--- src/sv/drps_pkg.sv ---
// Package for the dual ranger poll sequencer: the poll phases, sequencer states,
// configuration register indexes, field widths and reset values.
// It has no dependencies. The top level imports it.
`default_nettype none

package drps_pkg;

  // Number of rangefinders that are polled in turn. The index width is fixed at one bit.
  localparam int NUM_SENSORS = 2;

  // Widths of the fields.
  localparam int RAW_W     = 16;
  localparam int GAIN_W    = 16;
  localparam int OFFSET_W  = 20;
  localparam int WEIGHT_W  = 9;
  localparam int LIMIT_W   = 8;
  localparam int DIST_W    = 17;
  localparam int CFG_IDX_W = 3;
  localparam int CFG_W     = 20;
  localparam int IN_W      = 24;
  localparam int OUT_W     = 24;

  // Serial arithmetic: one multiplier bit per cycle.
  localparam int ACC_W        = 33;
  localparam int MCAND_W      = 32;
  localparam int MD_W         = 26;
  localparam int CNT_W        = 4;
  localparam int CAL_STEPS    = 16;
  localparam int SMOOTH_STEPS = 9;

  // Reset values of the configuration registers.
  localparam logic [GAIN_W-1:0]   GAIN_RST    = 16'd64225;
  localparam logic [OFFSET_W-1:0] OFFSET_RST  = 20'd425984;
  localparam logic [RAW_W-1:0]    LOW_RST     = 16'd10;
  localparam logic [RAW_W-1:0]    HIGH_RST    = 16'd500;
  localparam logic [WEIGHT_W-1:0] KEEP_RST    = 9'd51;
  localparam logic [LIMIT_W-1:0]  LIMIT_RST   = 8'd30;
  localparam logic [WEIGHT_W-1:0] WEIGHT_FULL = 9'd256;
  localparam logic [DIST_W-1:0]   DIST_MAX    = 17'h1FFFF;

  // Bus phases of one sensor poll.
  typedef enum logic [1:0] {
    PH_SELECT  = 2'd0,
    PH_TRIGGER = 2'd1,
    PH_ADDRESS = 2'd2,
    PH_READ    = 2'd3
  } phase_t;

  // Sequencer states.
  typedef enum logic [2:0] {
    ST_IDLE,
    ST_CAL,
    ST_CHECK,
    ST_SMOOTH,
    ST_EMIT
  } seq_state_t;

  // Configuration register indexes.
  typedef enum logic [CFG_IDX_W-1:0] {
    CFG_CAL_GAIN      = 3'd0,
    CFG_CAL_OFFSET    = 3'd1,
    CFG_RANGE_LOW     = 3'd2,
    CFG_RANGE_HIGH    = 3'd3,
    CFG_KEEP_WEIGHT   = 3'd4,
    CFG_TIMEOUT_LIMIT = 3'd5
  } cfg_index_t;

endpackage

`default_nettype wire

--- src/sv/dual_ranger_poll_sequencer.sv ---
// Top level of the dual ranger poll sequencer: the phase sequencer, the serial
// calibration multiplier and the serial smoothing unit, all in one module.
// Depends on drps_pkg.
//
//  Channel  Direction  Signals                         Contents
//  s_*      in         s_tvalid s_tready s_tdata[23:0] one poll step request
//  m_*      out        m_tvalid m_tready m_tdata[23:0] one step result
//  cfg_*    in         cfg_we cfg_addr cfg_data        configuration writes
//
// From the accepting edge, select, trigger, address and failed read steps go
// straight to the emit state and then into the output register. A successful
// read of sensor 1 passes through the check state first; for sensor 0 the
// shift-add calibration multiplier runs in the calibration state before it, and
// a reading inside the window adds a pass through the shift-add smoothing state.
// Only one step is in flight. A new request is taken while the last result
// still waits in the output register; a stalled output holds the next step in
// the emit state and the input waits with it. Reset is synchronous, holds the
// input off and clears the phase, the failure count, the enable lines and both
// stored distances.
`default_nettype none

module dual_ranger_poll_sequencer
  import drps_pkg::*;
(
  input  wire                  clk,
  input  wire                  rst,
  // s_tdata: bus_ok[0], raw_range[16:1], zero[23:17]
  input  wire                  s_tvalid,
  output logic                 s_tready,
  input  wire  [IN_W-1:0]      s_tdata,
  // m_tdata: action[1:0], sensor[2], enable_mask[4:3], updated[5],
  //          timed_out[6], distance[23:7]
  output logic                 m_tvalid,
  input  wire                  m_tready,
  output logic [OUT_W-1:0]     m_tdata,
  input  wire                  cfg_we,
  input  wire  [CFG_IDX_W-1:0] cfg_addr,
  input  wire  [CFG_W-1:0]     cfg_data
);

  // Configuration registers.
  logic [GAIN_W-1:0]   cal_gain;
  logic [OFFSET_W-1:0] cal_offset;
  logic [RAW_W-1:0]    range_low;
  logic [RAW_W-1:0]    range_high;
  logic [WEIGHT_W-1:0] keep_weight;
  logic [LIMIT_W-1:0]  timeout_limit;

  // Control state.
  seq_state_t          state, state_next;
  phase_t              phase;
  logic                active_sensor;
  logic [LIMIT_W-1:0]  fail_count;
  logic [1:0]          enable_lines;
  logic [DIST_W-1:0]   stored_dist [NUM_SENSORS];

  // Step working registers.
  logic                in_ok;
  logic                in_win;
  logic [ACC_W-1:0]    acc;
  logic [MCAND_W-1:0]  mcand;
  logic [RAW_W-1:0]    mplier;
  logic [MD_W-1:0]     md;
  logic [WEIGHT_W-1:0] kk;
  logic [WEIGHT_W-1:0] ww;
  logic [CNT_W-1:0]    cnt;

  // Handshake strobes.
  logic                accept;
  logic                emit_fire;
  logic                start_read;

  // Combinational step results.
  logic [RAW_W-1:0]    cal_val;
  logic                win;
  logic [WEIGHT_W-1:0] k_sat;
  logic [DIST_W-1:0]   cap;
  logic [DIST_W-1:0]   d_new;
  phase_t              phase_next;
  logic                sensor_next;
  logic [LIMIT_W-1:0]  fail_next;
  logic [1:0]          enable_next;
  logic                upd;
  logic                tmo;
  logic [DIST_W-1:0]   dist_out;

  assign s_tready   = (state == ST_IDLE) && !rst;
  assign accept     = s_tvalid && s_tready;
  assign emit_fire  = (state == ST_EMIT) && (!m_tvalid || m_tready);
  assign start_read = (phase == PH_READ) && s_tdata[0];

  // Configuration writes.
  always_ff @(posedge clk) begin
    if (rst) begin
      cal_gain      <= GAIN_RST;
      cal_offset    <= OFFSET_RST;
      range_low     <= LOW_RST;
      range_high    <= HIGH_RST;
      keep_weight   <= KEEP_RST;
      timeout_limit <= LIMIT_RST;
    end else if (cfg_we) begin
      case (cfg_addr)
        CFG_CAL_GAIN:      cal_gain      <= cfg_data[GAIN_W-1:0];
        CFG_CAL_OFFSET:    cal_offset    <= cfg_data[OFFSET_W-1:0];
        CFG_RANGE_LOW:     range_low     <= cfg_data[RAW_W-1:0];
        CFG_RANGE_HIGH:    range_high    <= cfg_data[RAW_W-1:0];
        CFG_KEEP_WEIGHT:   keep_weight   <= cfg_data[WEIGHT_W-1:0];
        CFG_TIMEOUT_LIMIT: timeout_limit <= cfg_data[LIMIT_W-1:0];
        default: ;
      endcase
    end
  end

  // Calibrated reading, saturated to 16 bits, and the window test.
  assign cal_val = acc[ACC_W-1] ? {RAW_W{1'b1}} : acc[ACC_W-2:RAW_W];
  assign win     = (cal_val > range_low) && (cal_val < range_high);
  assign k_sat   = (keep_weight > WEIGHT_FULL) ? WEIGHT_FULL : keep_weight;

  // Smoothed distance, capped at range_high in Q8 and at the field maximum.
  always_comb begin
    if (range_high[RAW_W-1:DIST_W-8] != '0) begin
      cap = DIST_MAX;
    end else begin
      cap = {range_high[DIST_W-9:0], 8'd0};
    end
    if (acc[ACC_W-1:8] > {8'd0, cap}) begin
      d_new = cap;
    end else begin
      d_new = acc[DIST_W+7:8];
    end
  end

  // Phase, sensor, failure count and enable lines after the step.
  always_comb begin
    phase_next  = phase;
    sensor_next = active_sensor;
    fail_next   = fail_count;
    enable_next = enable_lines;
    upd         = 1'b0;
    tmo         = 1'b0;
    case (phase)
      PH_SELECT: begin
        enable_next = active_sensor ? 2'b10 : 2'b01;
        phase_next  = PH_TRIGGER;
        fail_next   = '0;
      end
      PH_TRIGGER, PH_ADDRESS: begin
        if (in_ok) begin
          phase_next = phase_t'(phase + 2'd1);
        end else if (fail_count != {LIMIT_W{1'b1}}) begin
          fail_next = fail_count + LIMIT_W'(1);
        end
      end
      PH_READ: begin
        if (in_ok) begin
          upd         = in_win;
          sensor_next = ~active_sensor;
          phase_next  = PH_SELECT;
        end else if (fail_count != {LIMIT_W{1'b1}}) begin
          fail_next = fail_count + LIMIT_W'(1);
        end
      end
      default: ;
    endcase
    if (fail_next > timeout_limit) begin
      phase_next  = PH_SELECT;
      sensor_next = ~sensor_next;
      fail_next   = '0;
      tmo         = 1'b1;
    end
    dist_out = upd ? d_new : stored_dist[active_sensor];
  end

  // Sequencer state register.
  always_ff @(posedge clk) begin
    if (rst) begin
      state <= ST_IDLE;
    end else begin
      state <= state_next;
    end
  end

  // Sequencer next state.
  always_comb begin
    state_next = state;
    case (state)
      ST_IDLE: begin
        if (accept) begin
          if (start_read) begin
            state_next = active_sensor ? ST_CHECK : ST_CAL;
          end else begin
            state_next = ST_EMIT;
          end
        end
      end
      ST_CAL: begin
        if (cnt == CNT_W'(CAL_STEPS - 1)) begin
          state_next = ST_CHECK;
        end
      end
      ST_CHECK: begin
        state_next = win ? ST_SMOOTH : ST_EMIT;
      end
      ST_SMOOTH: begin
        if (cnt == CNT_W'(SMOOTH_STEPS - 1)) begin
          state_next = ST_EMIT;
        end
      end
      ST_EMIT: begin
        if (emit_fire) begin
          state_next = ST_IDLE;
        end
      end
      default: state_next = ST_IDLE;
    endcase
  end

  // Serial datapath: shift-add calibration, then shift-add smoothing.
  always_ff @(posedge clk) begin
    case (state)
      ST_IDLE: begin
        if (accept) begin
          in_ok  <= s_tdata[0];
          in_win <= 1'b0;
          cnt    <= '0;
          mcand  <= {{(MCAND_W-GAIN_W){1'b0}}, cal_gain};
          mplier <= s_tdata[RAW_W:1];
          if (active_sensor) begin
            acc <= {1'b0, s_tdata[RAW_W:1], {RAW_W{1'b0}}};
          end else begin
            acc <= {{(ACC_W-OFFSET_W){1'b0}}, cal_offset};
          end
        end
      end
      ST_CAL: begin
        if (mplier[0]) begin
          acc <= acc + {1'b0, mcand};
        end
        mcand  <= {mcand[MCAND_W-2:0], 1'b0};
        mplier <= {1'b0, mplier[RAW_W-1:1]};
        cnt    <= cnt + CNT_W'(1);
      end
      ST_CHECK: begin
        in_win <= win;
        acc    <= '0;
        cnt    <= '0;
        md     <= {{(MD_W-DIST_W){1'b0}}, stored_dist[active_sensor]};
        mcand  <= {8'd0, cal_val, 8'd0};
        kk     <= k_sat;
        ww     <= WEIGHT_FULL - k_sat;
      end
      ST_SMOOTH: begin
        acc <= acc + (kk[0] ? {{(ACC_W-MD_W){1'b0}}, md} : '0)
                   + (ww[0] ? {1'b0, mcand} : '0);
        md    <= {md[MD_W-2:0], 1'b0};
        mcand <= {mcand[MCAND_W-2:0], 1'b0};
        kk    <= {1'b0, kk[WEIGHT_W-1:1]};
        ww    <= {1'b0, ww[WEIGHT_W-1:1]};
        cnt   <= cnt + CNT_W'(1);
      end
      default: ;
    endcase
  end

  // Poll state and stored distances are committed as the result is loaded.
  always_ff @(posedge clk) begin
    if (rst) begin
      phase          <= PH_SELECT;
      active_sensor  <= 1'b0;
      fail_count     <= '0;
      enable_lines   <= '0;
      stored_dist[0] <= '0;
      stored_dist[1] <= '0;
    end else if (emit_fire) begin
      phase         <= phase_next;
      active_sensor <= sensor_next;
      fail_count    <= fail_next;
      enable_lines  <= enable_next;
      if (upd) begin
        stored_dist[active_sensor] <= d_new;
      end
    end
  end

  // Output register.
  always_ff @(posedge clk) begin
    if (rst) begin
      m_tvalid <= 1'b0;
    end else if (emit_fire) begin
      m_tvalid <= 1'b1;
    end else if (m_tready) begin
      m_tvalid <= 1'b0;
    end
  end

  always_ff @(posedge clk) begin
    if (emit_fire) begin
      m_tdata <= {dist_out, tmo, upd, enable_next, active_sensor, phase};
    end
  end

`ifndef SYNTHESIS
  // A new result only ever comes from the emit state.
  a_result_from_emit: assert property (@(posedge clk) disable iff (rst)
    $rose(m_tvalid) |-> $past(state == ST_EMIT))
    else $error("result raised outside the emit state");

  // At most one sensor is enabled at any time.
  a_enable_onehot: assert property (@(posedge clk) disable iff (rst)
    $onehot0(enable_lines))
    else $error("more than one enable line driven");

  // A timeout returns the sequencer to select with a cleared count.
  a_timeout_clears: assert property (@(posedge clk) disable iff (rst)
    (emit_fire && tmo) |=> (phase == PH_SELECT && fail_count == '0))
    else $error("timeout did not return to select");

  // A window hit is only recorded while serving a read.
  a_win_in_read: assert property (@(posedge clk) disable iff (rst)
    (in_win && state != ST_IDLE) |-> (phase == PH_READ && in_ok))
    else $error("window flag outside a successful read");

  // The smoothing unit is only entered from a successful read.
  a_smooth_entry: assert property (@(posedge clk) disable iff (rst)
    (state == ST_SMOOTH && $past(state) == ST_CHECK) |-> (phase == PH_READ))
    else $error("smoothing started outside the read phase");
`endif

endmodule

`default_nettype wire

--- config.mk ---
export PLATFORM = sky130hd
export DESIGN_NAME = dual_ranger_poll_sequencer
export DESIGN_NICKNAME = d
export VERILOG_FILES = /design/src/sv/drps_pkg.sv /design/src/sv/dual_ranger_poll_sequencer.sv
export SDC_FILE = /design/constraint.sdc
export NUM_CORES = 1
export LEC_CHECK = 0
export BUFFER_PORTS_ARGS = -buffer_cell sky130_fd_sc_hd__buf_4
export CORE_MARGIN = 4
export CORE_UTILIZATION = 59
export DETAILED_ROUTE_END_ITERATION = 10
export PLACE_DENSITY = 0.79
export SLEW_MARGIN = 20
export SYNTH_ARGS = -nofsm -noshare
export SYNTH_HDL_FRONTEND = slang
export SYNTH_SLANG_ARGS = --single-unit
--- constraint.sdc ---
create_clock -name clk -period 9.65 [get_ports clk]
set_input_delay 1.93 -clock clk [delete_from_list [all_inputs] [get_ports clk]]
set_output_delay 1.93 -clock clk [all_outputs]
set_load 0.005 [all_outputs]
==> results.sh <==
export IMPL_hold_end="range_low[8]$_SDFFE_PP0P_"
export IMPL_crit_path_max_fanout=32
export IMPL_path_class="reg2reg"
export IMPL_reg2reg_to="acc[28]$_DFFE_PP_"
export IMPL_layout_common_cells="nand2_1 (329), edfxtp_1 (189), a21oi_1 (152)"
export IMPL_min_path_type="reg2reg"
export IMPL_synth_ff_type="edfxtp_1"
export IMPL_r2r_start="ww[0]$_DFFE_PP_"
export IMPL_power_density_mw_per_mm2=147
export IMPL_power_leakage_nw=7.94
export IMPL_switching_power_mw=0.727
export IMPL_clk_latency_ns=0.59
export IMPL_htreeDepth=1
export IMPL_remaining_drc_errors=0
export IMPL_tightest_slew_ns=1.11
export IMPL_initialDrtViolationCount=1538
export IMPL_clock_skew_ns=0.0166
export IMPL_path_cells="and2_1 > fa_1 > ha_1 > a21o_1 > a31o_2 > o211ai_1 > a21oi_1 > o41ai_1 > o21ai_0 > xor2_1 > a22oi_1 > o21ai_0"
export IMPL_dpl_cell_area_mm2=0.0186
export IMPL_antenna_found_initial=0
export IMPL_cp_start_kind="register"
export IMPL_grt_pass1_vias=14100
export IMPL_rows=63
export IMPL_final_util_pct=66.2
export IMPL_p_int_mw=2.16
export IMPL_worstPathRequired_ns=9.96
export IMPL_critPathMostFrequentCell="o21ai_0"
export IMPL_power_frac_seq_pct=48.0
export IMPL_avgSynthCellArea_um2=9.31
export IMPL_mostFrequentLayoutCell="nand2_1"
export IMPL_dp_hpwl_um=35000
export IMPL_stdcell_area_mm2=0.0197
export IMPL_wirelength_um=48600
export IMPL_cts_hold_fix_buffers=0
export IMPL_cp_num_buf_inv=0
export IMPL_hold_start="range_low[8]$_SDFFE_PP0P_"
export IMPL_fp_dieArea_mm2=0.0330
export IMPL_overflow=0
export IMPL_ys_types=76
export IMPL_vias=14700
export IMPL_crit_path_end_kind="register"
export IMPL_syn_num_nets=2124
export IMPL_routedWlPerCell_um=20.6
export IMPL_finalCriticalPeriod_ns=5.02
export IMPL_viasPerCell=6.23
export IMPL_ctsResizeCount=0
export IMPL_clockRootBuffer="clkbuf_16"
export IMPL_drt_first_pass_iters=8
export IMPL_ant_nets=0
export IMPL_vdd_ir_drop_worst_uv=115
export IMPL_met2_usage_pct=45.3
export IMPL_use_met3_pct=4.79
export IMPL_nets=2154
export IMPL_cts_setup_buffers=0
export IMPL_use_met1_pct=42.2
export IMPL_slew_violations=0
export IMPL_dp_cells=2300
export IMPL_die_w_um=182
export IMPL_busiest_layer="met2"
export IMPL_synth_edf_count=189
export IMPL_gp_congestion=1.00
export IMPL_hold_depth=2
export IMPL_cpPeakStageDelay_ns=1.03
export IMPL_yosysWarningCount=0
export IMPL_ys_async_sr_fraction_pct=0
export IMPL_rrSetupSlack_ns=4.63
export IMPL_grt_start_max_net_pins=72
export IMPL_ys_ff_latch=292
export IMPL_crit_slowest_cell="edfxtp_1"
export IMPL_syn_inst=1913
export IMPL_crit_arrival_ns=5.33
export IMPL_grt_pass1_wl_um=76700
export IMPL_worst_r2r_path_depth=12
export IMPL_hold_viol_final=0
export IMPL_design_core_area_mm2=0.0297
export IMPL_p_comb_share_pct=10.5
export IMPL_clock_sinks=292
export IMPL_drive_above_1_share_pct=8.54
export IMPL_sw_frac_of_total_pct=25.1
export IMPL_drv_cap=0
export IMPL_portBuffers=70
export IMPL_grt_util_all_layers_pct=28.8
export IMPL_netlist_area_mm2=0.0178
export IMPL_pin_count=78
export IMPL_antenna_cells=0
export IMPL_fillCellCount=2336
export IMPL_area_growth_syn_to_layout_pct=10.4
export IMPL_slew_limit_headroom_pct=25.7
export IMPL_cpLargestDelayFamily="compound AO/OA/AOI/OAI gates"
export IMPL_finalSetupViolations=0
export IMPL_start_util_pct=60.0
export IMPL_fin_crit_sh_pct=52.0
export IMPL_outcome="completed"
export IMPL_cts_buffers=31
export IMPL_tns_ns=0
export IMPL_timing_fmax_ghz=0.199
export IMPL_clock_path_buffers=3
export IMPL_yosysSeqAreaShare_pct=43.4
export IMPL_cts_tree="yes"
export IMPL_fin_cells=2358
export IMPL_die_h_um=182
export IMPL_cts_clk_slew_worst_paths_ns=0.06
export IMPL_clockPowerShare_pct=41.5
export IMPL_hold_ws_ns=0.453
export IMPL_rsz0062_at_grt="false"
[worst max-delay path by stage]
stage | to | depth (start not counted) | startpoint
3_3_place_gp | stored_dist[1][15]$_SDFFCE_PN0P_ | 7 | m_tready
4_1_cts | acc[32]$_DFFE_PP_ | 12 | ww[0]$_DFFE_PP_
3_5_place_dp | stored_dist[1][16]$_SDFFCE_PN0P_ | 7 | m_tready
6_report | acc[28]$_DFFE_PP_ | 12 | ww[0]$_DFFE_PP_
2_1_floorplan | acc[0]$_DFFE_PP_ | 5 | rst
5_1_grt | acc[32]$_DFFE_PP_ | 12 | ww[0]$_DFFE_PP_
[sequential cells by signal (all words and copies together), names as in the netlist, 2 cells and up, named ones only]
register / count
range_low: 16
md: 26
stored_dist: 34
m_tdata: 24
cnt: 4
ww: 9
cal_offset: 20
fail_count: 8
timeout_limit: 8
range_high: 16
enable_lines: 2
phase: 2
mcand: 32
keep_weight: 9
kk: 9
state: 3
cal_gain: 16
mplier: 16
acc: 33
[cell type report]
| type | count | area (µm²) | share of cell area, % |
|---|---|---|---|
| clock buffers | 46 | 956 | 4.86 |
| clock inverters | 12 | 75.1 | 0.382 |
| inverters | 79 | 297 | 1.51 |
| multi-input cells | 1452 | 9470 | 48.1 |
| flip-flops and latches | 292 | 7740 | 39.3 |
| well taps | 390 | 488 | 2.48 |
| repair buffers | 87 | 653 | 3.32 |
[worst min-delay path: stages, from the launching register on]
cell and delay [ns]:
dfxtp_1 0.31, nand2_1 0.05, a21oi_1 0.05
[cells in the mapped netlist (14+ instances only)]
cell,instances,area [µm²]
nand2_1,330,1240
xor2_1,34,298
nand3_1,61,305
clkbuf_1,83,312
nand2b_1,18,113
a21oi_1,152,761
nor2_1,137,514
edfxtp_1,189,5680
o21ai_0,85,425
dfxtp_1,103,2060
and3_1,28,175
o211ai_1,19,143
mux2i_1,39,390
fa_1,28,561
and2_1,73,457
inv_1,77,289
nand4_1,17,106
nor3_1,14,70.1
a21o_1,52,390
xnor2_1,31,272
ha_1,131,1640
nor2b_1,26,163
[logic make-up after synthesis]
logic type	share of synthesized area, %
fa+ha+maj	12.3
mux	2.25
flops	43.4
buf+inv	3.56
xor+xnor	3.20
compound gates	16.0
simple gates	19.2
[stage by stage]
| step | setup WS, ns | total power [mW] |
|---|---|---|
| 3_5_place_dp | 4.74 | 1.71 |
| 2_1_floorplan | 5.31 | 1.60 |
| 5_1_grt | 4.48 | 2.99 |
| 6_report | 4.63 | 2.89 |
| 4_1_cts | 4.77 | 2.90 |
| 3_3_place_gp | 4.78 | 1.70 |
[power by group through the flow]
stage	sequential, mW	clock (mW)	combinational (mW)
2_1_floorplan	1.40	0	0.205
3_3_place_gp	1.41	0	0.286
3_5_place_dp	1.41	0	0.296
4_1_cts	1.39	1.21	0.299
5_1_grt	1.39	1.27	0.336
6_report	1.39	1.20	0.305
[metal layers]
| metal | vias up | routed length [µm] |
|---|---|---|
| met2 | 667 | 21600 |
| met1 | 7041 | 21300 |
| li1 | 6889 | - |
| met3 | 83 | 4570 |
| met5 | - | 0 |
| met4 | 0 | 1110 |
Power figures use the tool's default switching activity.
